===== src/rtl/core/bba_pkg.sv =====
`default_nettype none
package bba_pkg;

    localparam logic [2:0] CMD_SET   = 3'd0;
    localparam logic [2:0] CMD_CLEAR = 3'd1;
    localparam logic [2:0] CMD_TEST  = 3'd2;
    localparam logic [2:0] CMD_FFS   = 3'd3;
    localparam logic [2:0] CMD_ALLOC = 3'd4;

    localparam logic [1:0] ST_OK      = 2'd0;
    localparam logic [1:0] ST_NOSPACE = 2'd1;
    localparam logic [1:0] ST_RANGE   = 2'd2;

    localparam int          SIZE_W     = 9;
    localparam int          POS_W      = 10;
    localparam logic [8:0]  SIZE_RESET = 9'd256;

    typedef struct packed {
        logic [2:0] cmd;
        logic [7:0] bit_index;
    } in_item_t;

    typedef struct packed {
        logic [1:0] status;
        logic       bit_value;
        logic [8:0] position;
    } out_item_t;

    typedef struct packed {
        logic             hit;
        logic [POS_W-1:0] pos;
        logic             in_size;
    } eval_t;

endpackage
`default_nettype wire


===== src/rtl/core/bitmap_bit_allocator_unit.sv =====
`default_nettype none
// Bitmap bit allocator: set, clear/free, test, find-first-set and allocate
// on a bitmap of MAX_BITS bits held one byte per memory word.
// Input channel s_valid/s_ready/s_data carries one command per transfer;
// output channel m_valid/m_ready/m_data returns exactly one result each.
// cfg_valid/cfg_ready/cfg_data writes size_in_use (always ready); write it
// only while no command is in flight.
// One command at a time: s_ready is high only when the sequencer is idle.
// Set, clear and test read their one byte; the result is registered as soon as
// the output register is free. Find-first-set and allocate read one byte per
// cycle through the shared byte evaluator, from byte 0 until a hit or the end
// of the size.
// The result sits in an output register; a stalled receiver holds it and
// the next command may be accepted meanwhile, finishing once the register
// frees up.
// Reset clears the bitmap (per-byte valid flags), sets size_in_use to 256
// and drops m_valid.
module bitmap_bit_allocator_unit import bba_pkg::*; #(
    parameter int MAX_BITS = 256
) (
    input  wire logic              aclk,
    input  wire logic              aresetn,
    input  wire logic              s_valid,
    output logic                   s_ready,
    input  wire in_item_t          s_data,
    output logic                   m_valid,
    input  wire logic              m_ready,
    output out_item_t              m_data,
    input  wire logic              cfg_valid,
    output logic                   cfg_ready,
    input  wire logic [SIZE_W-1:0] cfg_data
);

    localparam int MAP_BYTES = (MAX_BITS + 7) / 8;
    localparam int DEPTH     = (MAP_BYTES < 64) ? MAP_BYTES : 64;
    localparam int AW        = (DEPTH > 1) ? $clog2(DEPTH) : 1;
    localparam logic [POS_W-1:0] CAP = (MAX_BITS > 511) ? 10'd511 : 10'(MAX_BITS);

    localparam logic S_IDLE = 1'b0;
    localparam logic S_OP   = 1'b1;

    logic              state_reg, state_next;
    logic [2:0]        cmd_reg, cmd_next;
    logic [7:0]        bit_reg, bit_next;
    logic [POS_W-1:0]  base_reg, base_next;
    logic [SIZE_W-1:0] size_reg;
    logic              m_valid_reg, m_valid_next;
    out_item_t         out_reg, out_next;

    logic [POS_W-1:0]  eff_size;
    logic [POS_W-1:0]  bit_w;
    logic [7:0]        rd_byte;
    logic              wr_en;
    logic [7:0]        wr_data;
    logic [7:0]        bit_mask;
    logic              out_free;
    eval_t             ev;

    assign eff_size  = ({1'b0, size_reg} > CAP) ? CAP : {1'b0, size_reg};
    assign bit_w     = {2'b00, bit_reg};
    assign bit_mask  = 8'h01 << bit_reg[2:0];
    assign out_free  = !m_valid_reg || m_ready;
    assign s_ready   = (state_reg == S_IDLE);
    assign cfg_ready = 1'b1;
    assign m_valid   = m_valid_reg;
    assign m_data    = out_reg;

    bba_map_mem #(
        .DEPTH (DEPTH),
        .AW    (AW)
    ) u_mem (
        .aclk    (aclk),
        .aresetn (aresetn),
        .rd_addr (base_next[AW+2:3]),
        .rd_data (rd_byte),
        .wr_en   (wr_en),
        .wr_addr (base_reg[AW+2:3]),
        .wr_data (wr_data)
    );

    bba_byte_eval u_eval (
        .byte_in   (rd_byte),
        .find_zero (cmd_reg == CMD_ALLOC),
        .base      (base_reg),
        .eff_size  (eff_size),
        .res       (ev)
    );

    always_comb begin
        state_next   = state_reg;
        cmd_next     = cmd_reg;
        bit_next     = bit_reg;
        base_next    = base_reg;
        out_next     = out_reg;
        m_valid_next = m_valid_reg && !m_ready;
        wr_en        = 1'b0;
        wr_data      = rd_byte;

        case (state_reg)
            S_IDLE: begin
                if (s_valid) begin
                    cmd_next   = s_data.cmd;
                    bit_next   = s_data.bit_index;
                    state_next = S_OP;
                    if (s_data.cmd == CMD_SET || s_data.cmd == CMD_CLEAR ||
                        s_data.cmd == CMD_TEST) begin
                        base_next = {2'b00, s_data.bit_index[7:3], 3'b000};
                    end else begin
                        base_next = '0;
                    end
                end
            end
            S_OP: begin
                if ((cmd_reg == CMD_FFS || cmd_reg == CMD_ALLOC) && base_reg < eff_size
                    && !ev.hit) begin
                    base_next = base_reg + 10'd8;
                end else if (out_free) begin
                    m_valid_next = 1'b1;
                    state_next   = S_IDLE;
                    out_next     = '{status: ST_OK, bit_value: 1'b0, position: 9'd0};
                    case (cmd_reg)
                        CMD_SET, CMD_CLEAR: begin
                            if (bit_w >= eff_size) begin
                                out_next.status = ST_RANGE;
                            end else begin
                                wr_en   = 1'b1;
                                wr_data = (cmd_reg == CMD_SET) ? (rd_byte | bit_mask)
                                                               : (rd_byte & ~bit_mask);
                            end
                        end
                        CMD_TEST: begin
                            if (bit_w >= CAP) begin
                                out_next.status = ST_RANGE;
                            end else begin
                                out_next.bit_value = rd_byte[bit_reg[2:0]];
                            end
                        end
                        CMD_FFS: begin
                            if (base_reg < eff_size) begin
                                if (ev.in_size) begin
                                    out_next.position = 9'(ev.pos + 10'd1);
                                end else begin
                                    out_next.status = ST_NOSPACE;
                                end
                            end
                        end
                        CMD_ALLOC: begin
                            if (base_reg < eff_size && ev.in_size) begin
                                wr_en             = 1'b1;
                                wr_data           = rd_byte | (8'h01 << ev.pos[2:0]);
                                out_next.position = ev.pos[8:0];
                            end else begin
                                out_next.status = ST_NOSPACE;
                            end
                        end
                        default: begin
                            out_next.status = ST_RANGE;
                        end
                    endcase
                end
            end
            default: begin
                state_next = S_IDLE;
            end
        endcase
    end

    always_ff @(posedge aclk) begin
        if (!aresetn) begin
            state_reg   <= S_IDLE;
            m_valid_reg <= 1'b0;
            size_reg    <= SIZE_RESET;
        end else begin
            state_reg   <= state_next;
            m_valid_reg <= m_valid_next;
            if (cfg_valid && cfg_ready) begin
                size_reg <= cfg_data;
            end
        end
    end

    always_ff @(posedge aclk) begin
        cmd_reg  <= cmd_next;
        bit_reg  <= bit_next;
        base_reg <= base_next;
        out_reg  <= out_next;
    end

endmodule
`default_nettype wire


===== src/rtl/core/bba_map_mem.sv =====
`default_nettype none
module bba_map_mem #(
    parameter int DEPTH = 32,
    parameter int AW    = 5
) (
    input  wire logic          aclk,
    input  wire logic          aresetn,
    input  wire logic [AW-1:0] rd_addr,
    output logic [7:0]         rd_data,
    input  wire logic          wr_en,
    input  wire logic [AW-1:0] wr_addr,
    input  wire logic [7:0]    wr_data
);

    logic [7:0] mem_reg [DEPTH];
    logic [DEPTH-1:0] vld_reg;
    logic [7:0] rd_data_reg;

    // entries never written read as zero
    always_ff @(posedge aclk) begin
        if (!aresetn) begin
            vld_reg <= '0;
        end else if (wr_en) begin
            vld_reg[wr_addr] <= 1'b1;
        end
    end

    always_ff @(posedge aclk) begin
        if (wr_en) begin
            mem_reg[wr_addr] <= wr_data;
        end
    end

    always_ff @(posedge aclk) begin
        if (int'(rd_addr) < DEPTH && vld_reg[rd_addr]) begin
            rd_data_reg <= mem_reg[rd_addr];
        end else begin
            rd_data_reg <= 8'h00;
        end
    end

    assign rd_data = rd_data_reg;

endmodule
`default_nettype wire


===== src/rtl/core/bba_byte_eval.sv =====
`default_nettype none
module bba_byte_eval import bba_pkg::*; (
    input  wire logic [7:0]       byte_in,
    input  wire logic             find_zero,
    input  wire logic [POS_W-1:0] base,
    input  wire logic [POS_W-1:0] eff_size,
    output eval_t                 res
);

    logic [7:0] vec;
    logic [2:0] idx;

    always_comb begin
        vec = find_zero ? ~byte_in : byte_in;
        idx = 3'd0;
        for (int k = 7; k >= 0; k--) begin
            if (vec[k]) begin
                idx = 3'(k);
            end
        end
        res.hit     = |vec;
        res.pos     = base + {7'd0, idx};
        res.in_size = res.pos < eff_size;
    end

endmodule
`default_nettype wire


===== config.mk =====
export PLATFORM = sky130hd
export DESIGN_NAME = bitmap_bit_allocator_unit
export DESIGN_NICKNAME = d
export VERILOG_FILES = /design/src/rtl/core/bba_pkg.sv /design/src/rtl/core/bitmap_bit_allocator_unit.sv /design/src/rtl/core/bba_map_mem.sv /design/src/rtl/core/bba_byte_eval.sv
export SDC_FILE = /design/constraint.sdc
export NUM_CORES = 1
export LEC_CHECK = 0
export BUFFER_PORTS_ARGS = -buffer_cell sky130_fd_sc_hd__buf_2
export CORE_UTILIZATION = 36
export CTS_CLUSTER_DIAMETER = 200
export DETAILED_ROUTE_END_ITERATION = 16
export PLACE_DENSITY = 0.53
export SETUP_SLACK_MARGIN = 0.2
export SYNTH_ARGS = -nofsm -noshare
export SYNTH_HDL_FRONTEND = slang
export SYNTH_SLANG_ARGS = --single-unit

===== constraint.sdc =====
create_clock -name aclk -period 9.17 [get_ports aclk]
set_input_delay 1.834 -clock aclk [delete_from_list [all_inputs] [get_ports aclk]]
set_output_delay 1.834 -clock aclk [all_outputs]
set_load 0.05 [all_outputs]

Word-level counts from Yosys, hierarchy flattened
Memories as Yosys holds them, arrays and structs flattened. A register that Yosys moved wholly into a read port is not among the register bits.
Index checks and enable logic that the tools add are counted.

storage, ports and cells
  flip-flop bits (word level) = 76
  RAM bits = 256
  memories = 1

memory list
  memory         depth  width  read ports  clocked after Yosys merged registers in  wr ports  RTL line           text
  u_mem.mem_reg  32     8      1           1                                        1         bba_map_mem.sv:15  logic [7:0] mem_reg [DEPTH];

operators by class
  add/subtract/negate cells = 3
  magnitude comparators = 9
  equal/unequal tests = 8
  shifts and indexed selects = 2
  multiplexer cells = 52
  bitwise operators = 9
  reduce and logical (&&, ||, !) cells = 21

operators with widths
  operator                                                                       number
  8-bit 2-to-1 mux                                                               8
  9-bit 2-to-1 mux                                                               4
  32-bit bitwise OR                                                              1
  3-bit 2-to-1 mux                                                               8
  10-bit by 9-bit less-than comparator with 1-bit output                         2
  10-bit 2-to-1 mux                                                              2
  10-bit case mux with 2 select lines                                            1
  1-bit 2-to-1 mux                                                               19
  9-bit case mux with 2 select lines                                             1
  8-bit NOT                                                                      2
  8-bit bitwise OR                                                               2
  8-bit case mux with 2 select lines                                             1
  1-bit by 3-bit left shift with 8-bit output (first input constant)             2
  5-bit by 6-bit less-than comparator with 1-bit output (second input constant)  2
  10-bit by 3-bit adder with 10-bit output                                       1
  10-bit by 4-bit adder with 10-bit output (second input constant)               1
  9-bit by 1-bit adder with 9-bit output (second input constant)                 1
  3-bit by 2-bit == test with 1-bit output (second input constant)               3
  8-bit by 9-bit >= comparator with 1-bit output                                 1
  8-bit by 9-bit >= comparator with 1-bit output (second input constant)         1
  9-bit greater-than comparator (second input constant)                          1
  8-bit AND                                                                      1
  2-bit case mux with 4 select lines                                             1
  8-bit OR reduction                                                             1
  other kinds (19)                                                               37

Logic depth before layout (Yosys ltp)
  depth in word-level cells = 20
  depth in mapped cells = 18

Modules after synthesis
From an unflattened synthesis, not the netlist that was laid out.

unflattened totals
  cell total of the unflattened synthesis = 973
  area, all modules = 14,775.4 µm²

by module, submodules not included
  module                     times used  cells each  area each (µm²)
  bba_map_mem                1           613         11,516.0
  bitmap_bit_allocator_unit  1           273         2,655.0
  bba_byte_eval              1           87          604.3

Least setup slack after synthesis
OpenSTA, ideal clock, no wires.

  path type = input-to-reg
  start point = in m_ready
  end point = mem u_mem.mem_reg[0][6], data pin
  arrival time = 4.866 ns
  data required time = 8.555 ns
  setup slack = 3.689 ns
  cell stages on the path = 5
  buffers on the path = 0
  cell sequence = nand2b_1 > nand3_1 > inv_1 > nand3_1 > o311ai_0

between the ends
  cells in the longest elaborated chain, start to end = 4

RTL lines
  what                  RTL line                          text
  start, declared       bitmap_bit_allocator_unit.sv:27   input wire logic m_ready,
  1-bit logical OR      bitmap_bit_allocator_unit.sv:62   assign out_free = !m_valid_reg || m_ready;
  8-bit 2-to-1 mux      bitmap_bit_allocator_unit.sv:117  end else if (out_free) begin
  8-bit 2-to-1 mux      bitmap_bit_allocator_unit.sv:114  if ((cmd_reg == CMD_FFS || cmd_reg == CMD_ALLOC) && base_reg < eff_size
  8-bit 2-to-1 mux      bitmap_bit_allocator_unit.sv:99   case (state_reg)
  net u_mem.wr_data[6]  bba_map_mem.sv:12                 input wire logic [7:0] wr_data
  end, declared         bba_map_mem.sv:15

The timed path passes the listed nets, and every way through them passes these cells.

Final worst setup path
  start point = reg cmd_reg[0]
  end point = mem u_mem.mem_reg[28][2], enable pin

between the ends
  cells in the longest elaborated chain, start to end = 20

RTL lines
  what                                                    RTL line                                                                                             text
  start, declared                                         bitmap_bit_allocator_unit.sv:43                                                                      logic [2:0] cmd_reg, cmd_next;
  start signal, assigned                                  bitmap_bit_allocator_unit.sv:183                                                                     cmd_reg <= cmd_next;
  3-bit == test                                           bitmap_bit_allocator_unit.sv:83, bitmap_bit_allocator_unit.sv:114, bitmap_bit_allocator_unit.sv:121
  8-bit 2-to-1 mux                                        bba_byte_eval.sv:14                                                                                  vec = find_zero ? ~byte_in : byte_in;
  3-bit 2-to-1 mux (8 in a row)                           bba_byte_eval.sv:17                                                                                  if (vec[k]) begin
  10-bit by 3-bit adder with 10-bit output                bba_byte_eval.sv:22                                                                                  res.pos = base + {7'd0, idx};
  10-bit by 9-bit less-than comparator with 1-bit output  bba_byte_eval.sv:23                                                                                  res.in_size = res.pos < eff_size;
  1-bit logical AND                                       bitmap_bit_allocator_unit.sv:148                                                                     if (base_reg < eff_size && ev.in_size) begin
  1-bit 2-to-1 mux                                        bitmap_bit_allocator_unit.sv:148
  1-bit case mux with 2 select lines                      bitmap_bit_allocator_unit.sv:121                                                                     case (cmd_reg)
  1-bit 2-to-1 mux                                        bitmap_bit_allocator_unit.sv:117
  1-bit 2-to-1 mux (*)                                    bitmap_bit_allocator_unit.sv:114
  1-bit 2-to-1 mux (*)                                    bitmap_bit_allocator_unit.sv:99
  1-bit 2-to-1 mux (*)                                    bba_map_mem.sv:29                                                                                    if (wr_en) begin
  1-bit 2-to-1 mux (not written as such) (*)              bba_map_mem.sv:30                                                                                    mem_reg[wr_addr] <= wr_data;

Every way passes the cells marked *; elsewhere a longest branch is shown, timed or not.

==> reports/metrics.csv <==
metric,value,unit
cts_inserted_buffers,39,
clk_pin_slew_worst_paths,0.06,ns
synth_area,15200,µm²
hp-class,flip-flop to flip-flop,
cp_slowest_cell,a21oi_4,
chipWidth,208,µm
cts_setup_buffers,0,
syn_avg_cell_area,12.0,µm²
port_buffers,38,
cp_cell_sequence,or3b_1 > nor4_4 > a41oi_1 > and2_1 > xor2_1 > ha_1 > a21o_1 > a21o_1 > a21o_1 > a21o_1 > a21o_1 > a2111oi_1 > nand3_1 > a21oi_4 > buf_4 > and3_1,
design_area,17000,µm²
fill_cells,3888,
ys_seq_area_share,62.9,%
detailedPlace.worstSlack,2.69,ns
drt-pass1-iter-count,7,
tritoncts,yes,
cp_num_cells,16,
critical_path_class,flip-flop to flip-flop,
post_route_cells_drive_above_1_share,10.8,%
maxCapViolations,0,
ioPinCount,40,
cts_hold_buf,0,
synthesis.instances,1266,
power,4.25,mW
initial_utilization,36.9,%
fin_crit,6.53,ns
critPathCapture,u_mem.mem_reg[28][2]$_DFFE_PP_,
clock-sinks,337,
antenna_found_initial,0,
cp.arrival,6.73,ns
crit_top_cell,a21o_1,
yosysTopAreaCell,edfxtp_1,
finalCritPeriodShare,71.2,%
cts_root_buf,clkbuf_16,
hold_ws,0.456,ns
yosysTopAreaCellShare,55.5,%
grt_pass1_vias,10400,
cp-start-kind,flip-flop,
wl,42.2,mm
place_congestion,0.860,
die_area,43100,µm²
syn2layout_area_growth,11.5,%
power.density,251,nW/µm²
cp.required,9.37,ns
hold_viol,0,
wl_per_cell,22.9,µm
outcome,"complete, no violations",
synth_warnings,0,
place_inst,1769,
overflow,0,
chipHeight,208,µm
grt_pass1_wl,64.0,mm
setup-tns-final,0,ns
synth_seq_cells,337,
largest_reg_flops,256,
rsz0062_at_grt,no,
max_stage_delay,0.94,ns
r2r_setup_slack,2.64,ns
reg2reg_depth,16,
async_reset_ff_share,0,%
path_max_fanout,40,
utilization,41.1,%
vdd_ir_drop_max,0.000135,V
htreeDepth,2,
vias,10500,
via_per_inst,5.69,
tightest_slew,1.20,ns
track_usage,19.5,%
rows,74,
cp_top_family,compound AO/OA/AOI/OAI gates,
rr_startpoint,cmd_reg[0]$_DFFE_PP_,
skew,0.0108,ns
synth.distinct_cells,79,
leakage,6.04,nW
fmax,153,MHz
cts_buffer_depth,3,
path_buf_inv,1,
synth_area_leaders,"edfxtp_1, dfxtp_1, nand2_1, and3_1, ha_1",
stdcell_count,1838,
worst_slack,2.64,ns
setup_viol,0,
slew_headroom,18.2,%
drt_iter0_drc,762,
clock_latency,0.55,ns
mostFrequentLayoutCells,"edfxtp_1, nand2_1, and3_1, nand3_1, dfxtp_1",
end_kind,flip-flop,
postPlaceCellArea,15800,µm²
slew_viol_final,0,
ctsResizeCount,0,
synth_edf_count,281,
grt_max_degree,67,
drcViolationCount,0,
nets,1336,
dpl.hpwl,26.1,mm
synth_ff_type,edfxtp_1,
final_common_cell,edfxtp_1,
antenna_cells,0,
r2r-end,u_mem.mem_reg[28][2]$_DFFE_PP_,
crit_path_start,cmd_reg[0]$_DFFE_PP_,
syn_nets,1324,
postRouteAntennaNets,0,
core_area,41200,µm²
[cells in the mapped netlist, types with 4 or more instances]
master / n
a2111oi_0: 6
a211oi_1: 21
a21o_1: 19
a21oi_1: 36
a22o_1: 6
a311oi_1: 19
a31oi_1: 30
a31oi_2: 7
a32o_1: 31
a32oi_1: 10
a41oi_1: 6
and2_1: 6
and3_1: 73
buf_1: 7
buf_2: 30
buf_4: 5
buf_6: 8
clkbuf_1: 38
dfxtp_1: 56
edfxtp_1: 281
ha_1: 33
inv_1: 19
inv_2: 4
mux2i_1: 19
nand2_1: 247
nand3_1: 61
nand4_1: 19
nor2_1: 32
nor2b_1: 10
nor3_1: 10
nor4_1: 5
nor4b_1: 4
o2111ai_1: 4
o21ai_0: 18
o22ai_1: 5
or2_2: 4
or4_1: 6
xnor2_1: 5
[layout make-up]
cell class              count  area [µm²]  area share, %
clock inverters            17         115          0.679
flip-flops and latches    337        9560           56.4
repair buffers             59         348           2.05
inverters                  26        98.8          0.583
multi-input cells         815        5140           30.3
clock buffers              52        1020           6.05
well taps                 532         666           3.93
[kinds of logic after synthesis]
family                   after synthesis  share of synthesized area [%]
AND/OR/NAND/NOR                      497                           15.7
flip-flops                           337                           62.9
AO/OA/AOI/OAI                        254                           13.0
buffers and inverters                114                           3.58
adder cells (fa/ha/maj)               33                           2.72
multiplexers                          22                           1.65
XOR/XNOR                               7                          0.403
other                                  2                         0.0494
[layer usage]
layer | vias to the layer above | wire, µm | track usage [%]
met5 | - | 0 | 0
met4 | 0 | 1070 | 6.33
met3 | 72 | 2220 | 3.72
met2 | 301 | 20000 | 31.8
met1 | 5229 | 18900 | 26.2
li1 | 4858 | - | -
[report_power, final]
part           switching (mW)  internal, mW  total, mW  leakage [nW]
Sequential             0.0594          1.82       1.87          3.05
Combinational           0.695         0.262      0.957          2.45
Clock                   0.608         0.813       1.42         0.544
Total                    1.36          2.89       4.25          6.04
[worst min path at each step]
stage / slack [ns] / startpoint / cells after the start / end
after floorplan: 0.43 / u_mem.vld_reg[15]$_SDFFE_PN0P_ / 1 / u_mem.vld_reg[15]$_SDFFE_PN0P_
after global placement: 0.44 / u_mem.vld_reg[9]$_SDFFE_PN0P_ / 1 / u_mem.vld_reg[9]$_SDFFE_PN0P_
after detailed placement: 0.45 / u_mem.vld_reg[15]$_SDFFE_PN0P_ / 1 / u_mem.vld_reg[15]$_SDFFE_PN0P_
after CTS: 0.46 / u_mem.vld_reg[15]$_SDFFE_PN0P_ / 1 / u_mem.vld_reg[15]$_SDFFE_PN0P_
after global routing: 0.48 / u_mem.vld_reg[3]$_SDFFE_PN0P_ / 1 / u_mem.vld_reg[3]$_SDFFE_PN0P_
final: 0.46 / u_mem.vld_reg[15]$_SDFFE_PN0P_ / 1 / u_mem.vld_reg[15]$_SDFFE_PN0P_
(Power assumes the default switching activity.)
